[src/hw/rtl/gsmfs_pkg.sv]
`timescale 1ns / 1ps
// ----------------------------------------------------------------------------
// gsmfs_pkg
// Shared constants and control types of the frame sync deframer.
// ----------------------------------------------------------------------------
package gsmfs_pkg;

  localparam int unsigned FRAME_BYTES_DEF = 33;

  localparam int unsigned BYTE_W   = 8;
  localparam int unsigned IDX_W    = 6;
  localparam int unsigned TS_W     = 32;
  localparam int unsigned SIG_W    = 4;
  localparam int unsigned SPF_W    = 16;
  localparam int unsigned CFG_IDX_W = 1;
  localparam int unsigned CFG_W    = 16;

  localparam logic [BYTE_W-1:0] SIG_MASK  = 8'hF0;
  localparam logic [SIG_W-1:0]  SIG_RESET = 4'd13;
  localparam logic [SPF_W-1:0]  SPF_RESET = 16'd160;

  // configuration register indexes
  localparam logic [CFG_IDX_W-1:0] CFG_SIGNATURE = 1'b0;
  localparam logic [CFG_IDX_W-1:0] CFG_SPF       = 1'b1;

  typedef struct packed {
    logic in_take;   // input byte transferred this cycle
    logic rd_en;     // read frame store at burst index
    logic out_take;  // output byte transferred this cycle
  } cmd_t;

  typedef struct packed {
    logic emit_req;  // the offered byte completes a frame to emit
    logic idx_last;  // burst index is on the final byte
  } sts_t;

endpackage

[src/hw/rtl/gsmfs_ctrl.sv]
`timescale 1ns / 1ps
// ----------------------------------------------------------------------------
// gsmfs_ctrl
// Sequencer: takes bytes, then drains a finished frame one byte at a time.
// ----------------------------------------------------------------------------
module gsmfs_ctrl (
  input  logic            clk_i,
  input  logic            rst_ni,
  input  logic            in_valid_i,
  output logic            in_ready_o,
  output logic            out_valid_o,
  input  logic            out_ready_i,
  input  gsmfs_pkg::sts_t sts_i,
  output gsmfs_pkg::cmd_t cmd_o
);

  typedef enum logic [1:0] {
    S_IDLE,
    S_READ,
    S_SHOW
  } state_e;

  state_e state_q;

  always_ff @(posedge clk_i or negedge rst_ni) begin
    if (!rst_ni) begin
      state_q <= S_IDLE;
    end else begin
      unique case (state_q)
        S_IDLE: begin
          if (in_valid_i && sts_i.emit_req) state_q <= S_READ;
        end
        S_READ: begin
          state_q <= S_SHOW;
        end
        S_SHOW: begin
          if (out_ready_i) state_q <= sts_i.idx_last ? S_IDLE : S_READ;
        end
        default: state_q <= S_IDLE;
      endcase
    end
  end

  assign in_ready_o  = (state_q == S_IDLE);
  assign out_valid_o = (state_q == S_SHOW);

  always_comb begin
    cmd_o          = '0;
    cmd_o.in_take  = in_ready_o && in_valid_i;
    cmd_o.rd_en    = (state_q == S_READ);
    cmd_o.out_take = out_valid_o && out_ready_i;
  end

endmodule

[src/hw/rtl/gsmfs_datapath.sv]
`timescale 1ns / 1ps
// ----------------------------------------------------------------------------
// gsmfs_datapath
// Frame store, fill counter, sync flag, timestamp and configuration registers.
// ----------------------------------------------------------------------------
module gsmfs_datapath #(
  parameter int unsigned FRAME_BYTES = gsmfs_pkg::FRAME_BYTES_DEF
) (
  input  logic                                clk_i,
  input  logic                                rst_ni,
  input  gsmfs_pkg::cmd_t                     cmd_i,
  output gsmfs_pkg::sts_t                     sts_o,
  input  logic [gsmfs_pkg::BYTE_W-1:0]        in_byte_i,
  input  logic                                cfg_we_i,
  input  logic [gsmfs_pkg::CFG_IDX_W-1:0]     cfg_idx_i,
  input  logic [gsmfs_pkg::CFG_W-1:0]         cfg_wdata_i,
  output logic [gsmfs_pkg::BYTE_W-1:0]        frame_byte_o,
  output logic [gsmfs_pkg::IDX_W-1:0]         byte_index_o,
  output logic [gsmfs_pkg::TS_W-1:0]          frame_timestamp_o,
  output logic                                last_of_frame_o
);

  localparam int unsigned IdxW = $clog2(FRAME_BYTES);
  localparam int unsigned CntW = $clog2(FRAME_BYTES + 1);

  logic [gsmfs_pkg::BYTE_W-1:0] mem [FRAME_BYTES];
  logic [gsmfs_pkg::BYTE_W-1:0] rd_data_q;

  logic [CntW-1:0]              fill_q, fill_d;
  logic                         sync_q, sync_d;
  logic [gsmfs_pkg::TS_W-1:0]   ts_q, ts_d;
  logic [gsmfs_pkg::BYTE_W-1:0] pend_q, pend_d;
  logic                         pend_v_q, pend_v_d;
  logic [IdxW-1:0]              idx_q, idx_d;
  logic [gsmfs_pkg::SIG_W-1:0]  sig_q;
  logic [gsmfs_pkg::SPF_W-1:0]  spf_q;

  logic                         wr_en;
  logic [IdxW-1:0]              wr_addr;
  logic [gsmfs_pkg::BYTE_W-1:0] wr_data;

  logic sig_match, fill_zero, fill_full, fill_last, idx_last;

  assign sig_match = (in_byte_i & gsmfs_pkg::SIG_MASK) == {sig_q, 4'b0000};
  assign fill_zero = (fill_q == '0);
  assign fill_full = (fill_q == CntW'(FRAME_BYTES));
  assign fill_last = (fill_q == CntW'(FRAME_BYTES - 1));
  assign idx_last  = (idx_q == IdxW'(FRAME_BYTES - 1));

  // a synced frame completes, or the check byte after a hunted frame matches
  assign sts_o.emit_req = (fill_last && sync_q) || (fill_full && sig_match);
  assign sts_o.idx_last = idx_last;

  always_comb begin
    fill_d   = fill_q;
    sync_d   = sync_q;
    ts_d     = ts_q;
    pend_d   = pend_q;
    pend_v_d = pend_v_q;
    idx_d    = idx_q;
    wr_en    = 1'b0;
    wr_addr  = fill_q[IdxW-1:0];
    wr_data  = in_byte_i;

    if (cmd_i.in_take) begin
      idx_d = '0;
      priority if (fill_zero) begin
        if (sig_match) begin
          wr_en  = 1'b1;
          fill_d = CntW'(1);
        end else begin
          sync_d = 1'b0;
        end
      end else if (!fill_full) begin
        wr_en  = 1'b1;
        fill_d = (fill_last && sync_q) ? '0 : fill_q + CntW'(1);
      end else begin
        // check byte after a collected frame
        if (sig_match) begin
          sync_d   = 1'b1;
          pend_d   = in_byte_i;
          pend_v_d = 1'b1;
        end else begin
          sync_d = 1'b0;
          fill_d = '0;
        end
      end
    end

    if (cmd_i.out_take) begin
      if (idx_last) begin
        ts_d = ts_q + {{(gsmfs_pkg::TS_W - gsmfs_pkg::SPF_W){1'b0}}, spf_q};
        if (pend_v_q) begin
          // check byte opens the next frame once the burst is out
          wr_en    = 1'b1;
          wr_addr  = '0;
          wr_data  = pend_q;
          fill_d   = CntW'(1);
          pend_v_d = 1'b0;
        end
      end else begin
        idx_d = idx_q + IdxW'(1);
      end
    end
  end

  always_ff @(posedge clk_i or negedge rst_ni) begin
    if (!rst_ni) begin
      fill_q   <= '0;
      sync_q   <= 1'b0;
      ts_q     <= '0;
      pend_v_q <= 1'b0;
      idx_q    <= '0;
      sig_q    <= gsmfs_pkg::SIG_RESET;
      spf_q    <= gsmfs_pkg::SPF_RESET;
    end else begin
      fill_q   <= fill_d;
      sync_q   <= sync_d;
      ts_q     <= ts_d;
      pend_v_q <= pend_v_d;
      idx_q    <= idx_d;
      if (cfg_we_i) begin
        unique case (cfg_idx_i)
          gsmfs_pkg::CFG_SIGNATURE: sig_q <= cfg_wdata_i[gsmfs_pkg::SIG_W-1:0];
          gsmfs_pkg::CFG_SPF:       spf_q <= cfg_wdata_i[gsmfs_pkg::SPF_W-1:0];
          default: ;
        endcase
      end
    end
  end

  always_ff @(posedge clk_i) begin
    pend_q <= pend_d;
  end

  always_ff @(posedge clk_i) begin
    if (wr_en) mem[wr_addr] <= wr_data;
    if (cmd_i.rd_en) rd_data_q <= mem[idx_q];
  end

  assign frame_byte_o      = rd_data_q;
  assign byte_index_o      = gsmfs_pkg::IDX_W'(idx_q);
  assign frame_timestamp_o = ts_q;
  assign last_of_frame_o   = idx_last;

endmodule

[src/hw/rtl/gsm_frame_sync_deframer_top.sv]
`timescale 1ns / 1ps
// ----------------------------------------------------------------------------
// gsm_frame_sync_deframer_top
// Finds GSM frame alignment in a byte stream and emits aligned frame bursts.
// ----------------------------------------------------------------------------
//  channel | handshake                 | payload
//  --------+---------------------------+-------------------------------------
//  in      | in_valid_i / in_ready_o   | in_byte_i
//  out     | out_valid_o / out_ready_i | frame_byte_o, byte_index_o,
//          |                           | frame_timestamp_o, last_of_frame_o
//  cfg     | cfg_we_i                  | cfg_idx_i, cfg_wdata_i
//
//  a byte that completes no frame leaves the input ready for the next; the
//  byte that completes one is followed by a burst of FRAME_BYTES bytes, each
//  read from the frame store in S_READ, registered, then offered in S_SHOW
//  no input is taken during a burst; output stalls simply hold the burst
//  reset clears sync, fill count and timestamp; frame store needs no clearing
module gsm_frame_sync_deframer_top #(
  parameter int unsigned FRAME_BYTES = gsmfs_pkg::FRAME_BYTES_DEF
) (
  input  logic                            clk_i,
  input  logic                            rst_ni,
  input  logic                            in_valid_i,
  output logic                            in_ready_o,
  input  logic [gsmfs_pkg::BYTE_W-1:0]    in_byte_i,
  output logic                            out_valid_o,
  input  logic                            out_ready_i,
  output logic [gsmfs_pkg::BYTE_W-1:0]    frame_byte_o,
  output logic [gsmfs_pkg::IDX_W-1:0]     byte_index_o,
  output logic [gsmfs_pkg::TS_W-1:0]      frame_timestamp_o,
  output logic                            last_of_frame_o,
  input  logic                            cfg_we_i,
  input  logic [gsmfs_pkg::CFG_IDX_W-1:0] cfg_idx_i,
  input  logic [gsmfs_pkg::CFG_W-1:0]     cfg_wdata_i
);

  gsmfs_pkg::cmd_t cmd;
  gsmfs_pkg::sts_t sts;

  gsmfs_ctrl u_ctrl (
    .clk_i       (clk_i),
    .rst_ni      (rst_ni),
    .in_valid_i  (in_valid_i),
    .in_ready_o  (in_ready_o),
    .out_valid_o (out_valid_o),
    .out_ready_i (out_ready_i),
    .sts_i       (sts),
    .cmd_o       (cmd)
  );

  gsmfs_datapath #(
    .FRAME_BYTES (FRAME_BYTES)
  ) u_datapath (
    .clk_i             (clk_i),
    .rst_ni            (rst_ni),
    .cmd_i             (cmd),
    .sts_o             (sts),
    .in_byte_i         (in_byte_i),
    .cfg_we_i          (cfg_we_i),
    .cfg_idx_i         (cfg_idx_i),
    .cfg_wdata_i       (cfg_wdata_i),
    .frame_byte_o      (frame_byte_o),
    .byte_index_o      (byte_index_o),
    .frame_timestamp_o (frame_timestamp_o),
    .last_of_frame_o   (last_of_frame_o)
  );

endmodule

[config.mk]
export PLATFORM = sky130hd
export DESIGN_NAME = gsm_frame_sync_deframer_top
export DESIGN_NICKNAME = d
export VERILOG_FILES = /design/src/hw/rtl/gsmfs_pkg.sv /design/src/hw/rtl/gsmfs_ctrl.sv /design/src/hw/rtl/gsmfs_datapath.sv /design/src/hw/rtl/gsm_frame_sync_deframer_top.sv
export SDC_FILE = /design/constraint.sdc
export NUM_CORES = 1
export LEC_CHECK = 0
export BUFFER_PORTS_ARGS = -buffer_cell sky130_fd_sc_hd__buf_2
export CORE_MARGIN = 10
export CORE_UTILIZATION = 45
export CTS_CLUSTER_DIAMETER = 30
export DETAILED_ROUTE_END_ITERATION = 6
export HOLD_SLACK_MARGIN = 0.08
export PLACE_DENSITY_LB_ADDON = 0.15
export RECOVER_POWER = 50
export REMOVE_ABC_BUFFERS = 1
export SLEW_MARGIN = 20
export SYNTH_ARGS = -nofsm -noshare
export SYNTH_HDL_FRONTEND = slang
export SYNTH_SLANG_ARGS = --single-unit
export TNS_END_PERCENT = 30
[constraint.sdc]
create_clock -name clk_i -period 8.9 [get_ports clk_i]
set_clock_uncertainty 0.2 [all_clocks]
set_input_delay 0 -clock clk_i [delete_from_list [all_inputs] [get_ports clk_i]]
set_output_delay 0 -clock clk_i [all_outputs]
set_load 0.01 [all_outputs]
==> metrics list <==
- The run finished, with violations left.
* Failing checks: capacitance limit, slew limit
- The critical path is of the flop to flop type.
- Diode insertion count for antenna repair: 0
- For this run, the post-layout net count is 1128.
- Dominant register cell in the synthesized netlist: sky130_fd_sc_hd__edfxtp_1
- Of all nets on the critical path, the largest fanout is 67.
- Number of antenna violations at the first check in global routing: 0
* Multi-input gate area: 4470 um2
* Final period utilization: 0.594
- The tool flagged a number of max-cap violations equal to 9.
- For this design the static power due to leakage is 6.47 nW.
- Latest clock arrival within the worst-skew pair: 0.58 ns
- The signal on the critical path passes through clkbuf_1 -> mux4_2 -> mux4_2 -> mux2i_1 -> o21ai_1.
* Syn Area/Cell: 16.6 um2
- The floorplan step set the die height to 202 um.
- Placeable core area: 32500 um2
- Core occupancy in the finished layout: 0.575
* Crit path buf inv count: 1
- Remaining design rule violation count: 0
- The hold violation total from the final report came to 0.
- Switching power: 1.19 mW
* First-pass GRT wire length: 53800 um
- The number of global-route vias before repair was 8939.
- Overflow left after global routing: 0
- Share of layout cells above drive strength 1: 0.240
* Synthesized cell area: 14800 um2
* Proportion of power drawn by combinational gates: 0.065
* Filler cell count in the final layout: 2578
* Stage delay of the slowest cell on the critical path: 3.04 ns
- Clock transition at the registers of the reported paths: 0.05 ns
* Wirelength, routed: 34000 um
- Broken down by cell family, the worst path's largest delay share belongs to buffers and inverters.
- The clock passes through at most 3 buffers.
- Die width: 202 um
- After detailed routing, the average wire length per cell comes to 21.6 um.
- The largest total area in the synthesized netlist belongs to sky130_fd_sc_hd__edfxtp_1.
- At the pin with the least slew margin, the transition time is 4.35 ns.
- Total of buffers placed on input and output ports: 78
* Worst-case register-to-register setup slack: 3.61 ns
- Critical-path cell with the highest stage delay: sky130_fd_sc_hd__clkbuf_1
- Initial cell density of the core: 0.456
- At the end of routability-driven placement, the weighted congestion stood at 0.807.
* Power consumption: 4.99 mW
- Setup violations remaining at the end of the flow were counted as 0.
* Crit path required time: 8.99 ns
* Sum Neg Setup Slack: 0 ns
- Setup repair after global routing left no endpoint under its margin.
- Net switching fraction of the power: 0.239
- Type of the tightest min-delay check: primary input to flop
- The floorplan has 66 rows.
- Slew Viols, Final: 357
* Worst-case vdd ir drop: 0.000205 V
* Largest net degree at the start of global routing: 69
* Number of storage elements in the synthesis netlist: 348
* Power Internal: 3.80 mW
- CTS placed an instance of sky130_fd_sc_hd__clkbuf_16 at the clock tree root.
- Data arrives at the worst endpoint at 5.37 ns.
- After legalization and detailed placement, the total HPWL measured 21200 um.
- I/O pin count: 79
- Max Clock Freq: 189 MHz
* Portion of total power attributed to sequential cells: 0.384
* Number of optimization iterations in the first detailed-route pass: 5
- Distinct cells, synth: 64
* TritonCTS sink count: 348
- Part of the total power dissipated in the clock network: 0.552
- Sequential-to-total area share from yosys stat: 0.682
- The Yosys step of the flow raised 0 warnings.
* Antenna violation net count after detailed routing: 0
- For this run, the total global-route usage over all layers was measured as 0.169.
- PostCTS Resize Cnt: 0
- Clock tree from TritonCTS: yes
- The cell that appears most often on the critical path is sky130_fd_sc_hd__mux4_2.
- Crit path capture type: flop
- Measured against its own limit, the worst slew margin works out to -1.90.
- Dividing total power by cell area gives a power density of 267 nW/um2.
* Number of vias per cell: 5.36
- Counting flops with an async set or reset pin after synthesis yields a share of 0.195.
- The detailed router finished its first iteration with 629 violations.
- Number of enable-type register cells in the synthesized netlist: 280
* Total clock buffers created by CTS: 72
* Via Count: 8455
- Summing all flip-flop and latch instances after layout gives 10100 um2.
- The area growth from synthesis to layout is 26.2%.
* Die area: 40600 um2
- Htree depth: 3
- The worst setup path is launched from a flop.
* Gate count after technology mapping: 895
* Final worst path period need: 5.29 ns
- Cells taking the most area after synthesis: sky130_fd_sc_hd__edfxtp_1 57%, sky130_fd_sc_hd__mux4_2 12%, sky130_fd_sc_hd__dfrtp_1 11%, sky130_fd_sc_hd__nand2_1 2.3%, sky130_fd_sc_hd__ha_1 1.8%
- Area fraction of the dominant cell type after synthesis: 0.567
final timing paths:
path / start / end / cells past startpoint
max reg2reg: u_datapath.byte_index_o[1] / u_datapath.frame_byte_o[3] / 5
max in group asynchronous: rst_ni / u_datapath.byte_index_o[1] / 4
min reg2reg: u_datapath.frame_timestamp_o[31] / u_datapath.frame_timestamp_o[31] / 1
min in group asynchronous: rst_ni / u_datapath.spf_q[3] / 4
max: u_datapath.byte_index_o[1] / u_datapath.frame_byte_o[3] / 5
min: cfg_idx_i / u_datapath.sig_q[3] / 4
metal layers:
metal / vias up / share of wire / track usage
met1: 4260 / 0.45 / 0.228
met2: 256 / 0.47 / 0.266
met3: 51 / 0.058 / 0.0408
met5: - / 0 / 0
li1: 3888 / - / -
met4: 0 / 0.018 / 0.0548
through the flow:
| step | hold WS [ns] | cell area (um2) | std cells | setup slack [ns] |
|---|---|---|---|---|
| 2_1_floorplan | -0.496 | 14600 | 854 | 3.44 |
| 3_3_place_gp | 0.0178 | 15700 | 1388 | 4.94 |
| 3_5_place_dp | 0.0132 | 15700 | 1388 | 4.83 |
| 4_1_cts | 0.212 | 18800 | 1578 | 4.83 |
| 5_1_grt | 0.241 | 18700 | 1578 | 3.29 |
| 6_report | 0.221 | 18700 | 1578 | 3.61 |
sequential cells by signal, summed over array words and instances (netlist names):
register and cells:
u_datapath.pend_q 8, u_datapath.frame_byte_o 8, u_datapath.sync_q 1, u_datapath.sig_q 4, u_datapath.fill_q 6, u_datapath.frame_timestamp_o 32
u_datapath.byte_index_o 6, u_datapath.pend_v_q 1, u_datapath.mem 264, u_datapath.spf_q 16, u_ctrl.state_q 2
power by group through the flow:
stage	sequential (mW)	clock, mW	combinational, mW
floorplan	1.92	0	0.203
global placement	1.94	0	0.302
detailed placement	1.94	0	0.305
CTS	1.91	2.80	0.328
global route	1.92	2.89	0.360
finish	1.91	2.75	0.324
layout make-up:
| cell class | instances | area share |
|---|---|---|
| Tap cell | 442 | 0.0296 |
| Clock buffer | 80 | 0.0990 |
| Inverter | 14 | 0.00281 |
| Sequential cell | 348 | 0.541 |
| Multi-Input combinational cell | 492 | 0.239 |
| Clock inverter | 54 | 0.0383 |
| Timing Repair Buffer | 148 | 0.0508 |
cells by family (layout without fill, tap and decap cells):
family | after synthesis | after routing | synth area share
xor+xnor | 31 | 31 | 0.0183
mux | 113 | 113 | 0.146
fa+ha+maj | 22 | 22 | 0.0191
simple gates | 214 | 214 | 0.0714
compound gates | 112 | 112 | 0.0459
flops | 348 | 348 | 0.682
buf+inv | 55 | 296 | 0.0173
timing repair:
item,CTS,global route
hold endpoints to repair,282,0
hold buffers,56,0
buffers inserted,0,0
tightest hold or removal path, cell delays in order:
cell and delay [ns]:
sky130_fd_sc_hd__dlygate4sd3_1 0.52, sky130_fd_sc_hd__buf_2 0.11, sky130_fd_sc_hd__nor2b_1 0.09, sky130_fd_sc_hd__mux2_2 0.23
Yosys cell counts, types with 3 or more instances:
master and number:
sky130_fd_sc_hd__nor4_1 3, sky130_fd_sc_hd__a31oi_1 4, sky130_fd_sc_hd__and3_1 5, sky130_fd_sc_hd__dfstp_2 5, sky130_fd_sc_hd__o21ai_0 29, sky130_fd_sc_hd__inv_1 13
sky130_fd_sc_hd__nand3_1 20, sky130_fd_sc_hd__edfxtp_1 280, sky130_fd_sc_hd__o21a_1 4, sky130_fd_sc_hd__nor2_1 42, sky130_fd_sc_hd__o211ai_1 7, sky130_fd_sc_hd__and2_1 3
sky130_fd_sc_hd__a21oi_1 33, sky130_fd_sc_hd__xnor2_1 25, sky130_fd_sc_hd__nor3_1 11, sky130_fd_sc_hd__buf_1 5, sky130_fd_sc_hd__buf_2 7, sky130_fd_sc_hd__o21ai_1 9
sky130_fd_sc_hd__or3_1 3, sky130_fd_sc_hd__xor2_1 6, sky130_fd_sc_hd__ha_1 21, sky130_fd_sc_hd__dfrtp_1 63, sky130_fd_sc_hd__mux4_2 80, sky130_fd_sc_hd__mux2_2 22
sky130_fd_sc_hd__o31ai_1 3, sky130_fd_sc_hd__nand4_1 8, sky130_fd_sc_hd__buf_6 5, sky130_fd_sc_hd__nand2_1 89, sky130_fd_sc_hd__a21o_1 4, sky130_fd_sc_hd__mux2i_1 11
sky130_fd_sc_hd__nor2b_1 8, sky130_fd_sc_hd__clkbuf_1 23
cell usage in the layout, fill, tap and decap left out, drive strengths merged, types with 4 or more instances in the layout:
master,n
ha,21
buf,28
xnor2,25
edfxtp,280
nor3,13
nand2,91
nor2b,8
o21ai,38
nand4,8
inv,18
mux2i,11
clkinv,33
o21a,4
nor2,42
a21oi,34
dlygate4sd3,56
clkinvlp,7
a21o,4
and3,6
nor4,6
mux4,80
dfstp,5
dfrtp,63
xor2,6
and2,4
a31oi,4
o211ai,7
mux2,22
bufinv,10
nand3,20
clkbuf,144
No activity file was read; power rests on OpenSTA's default activity.
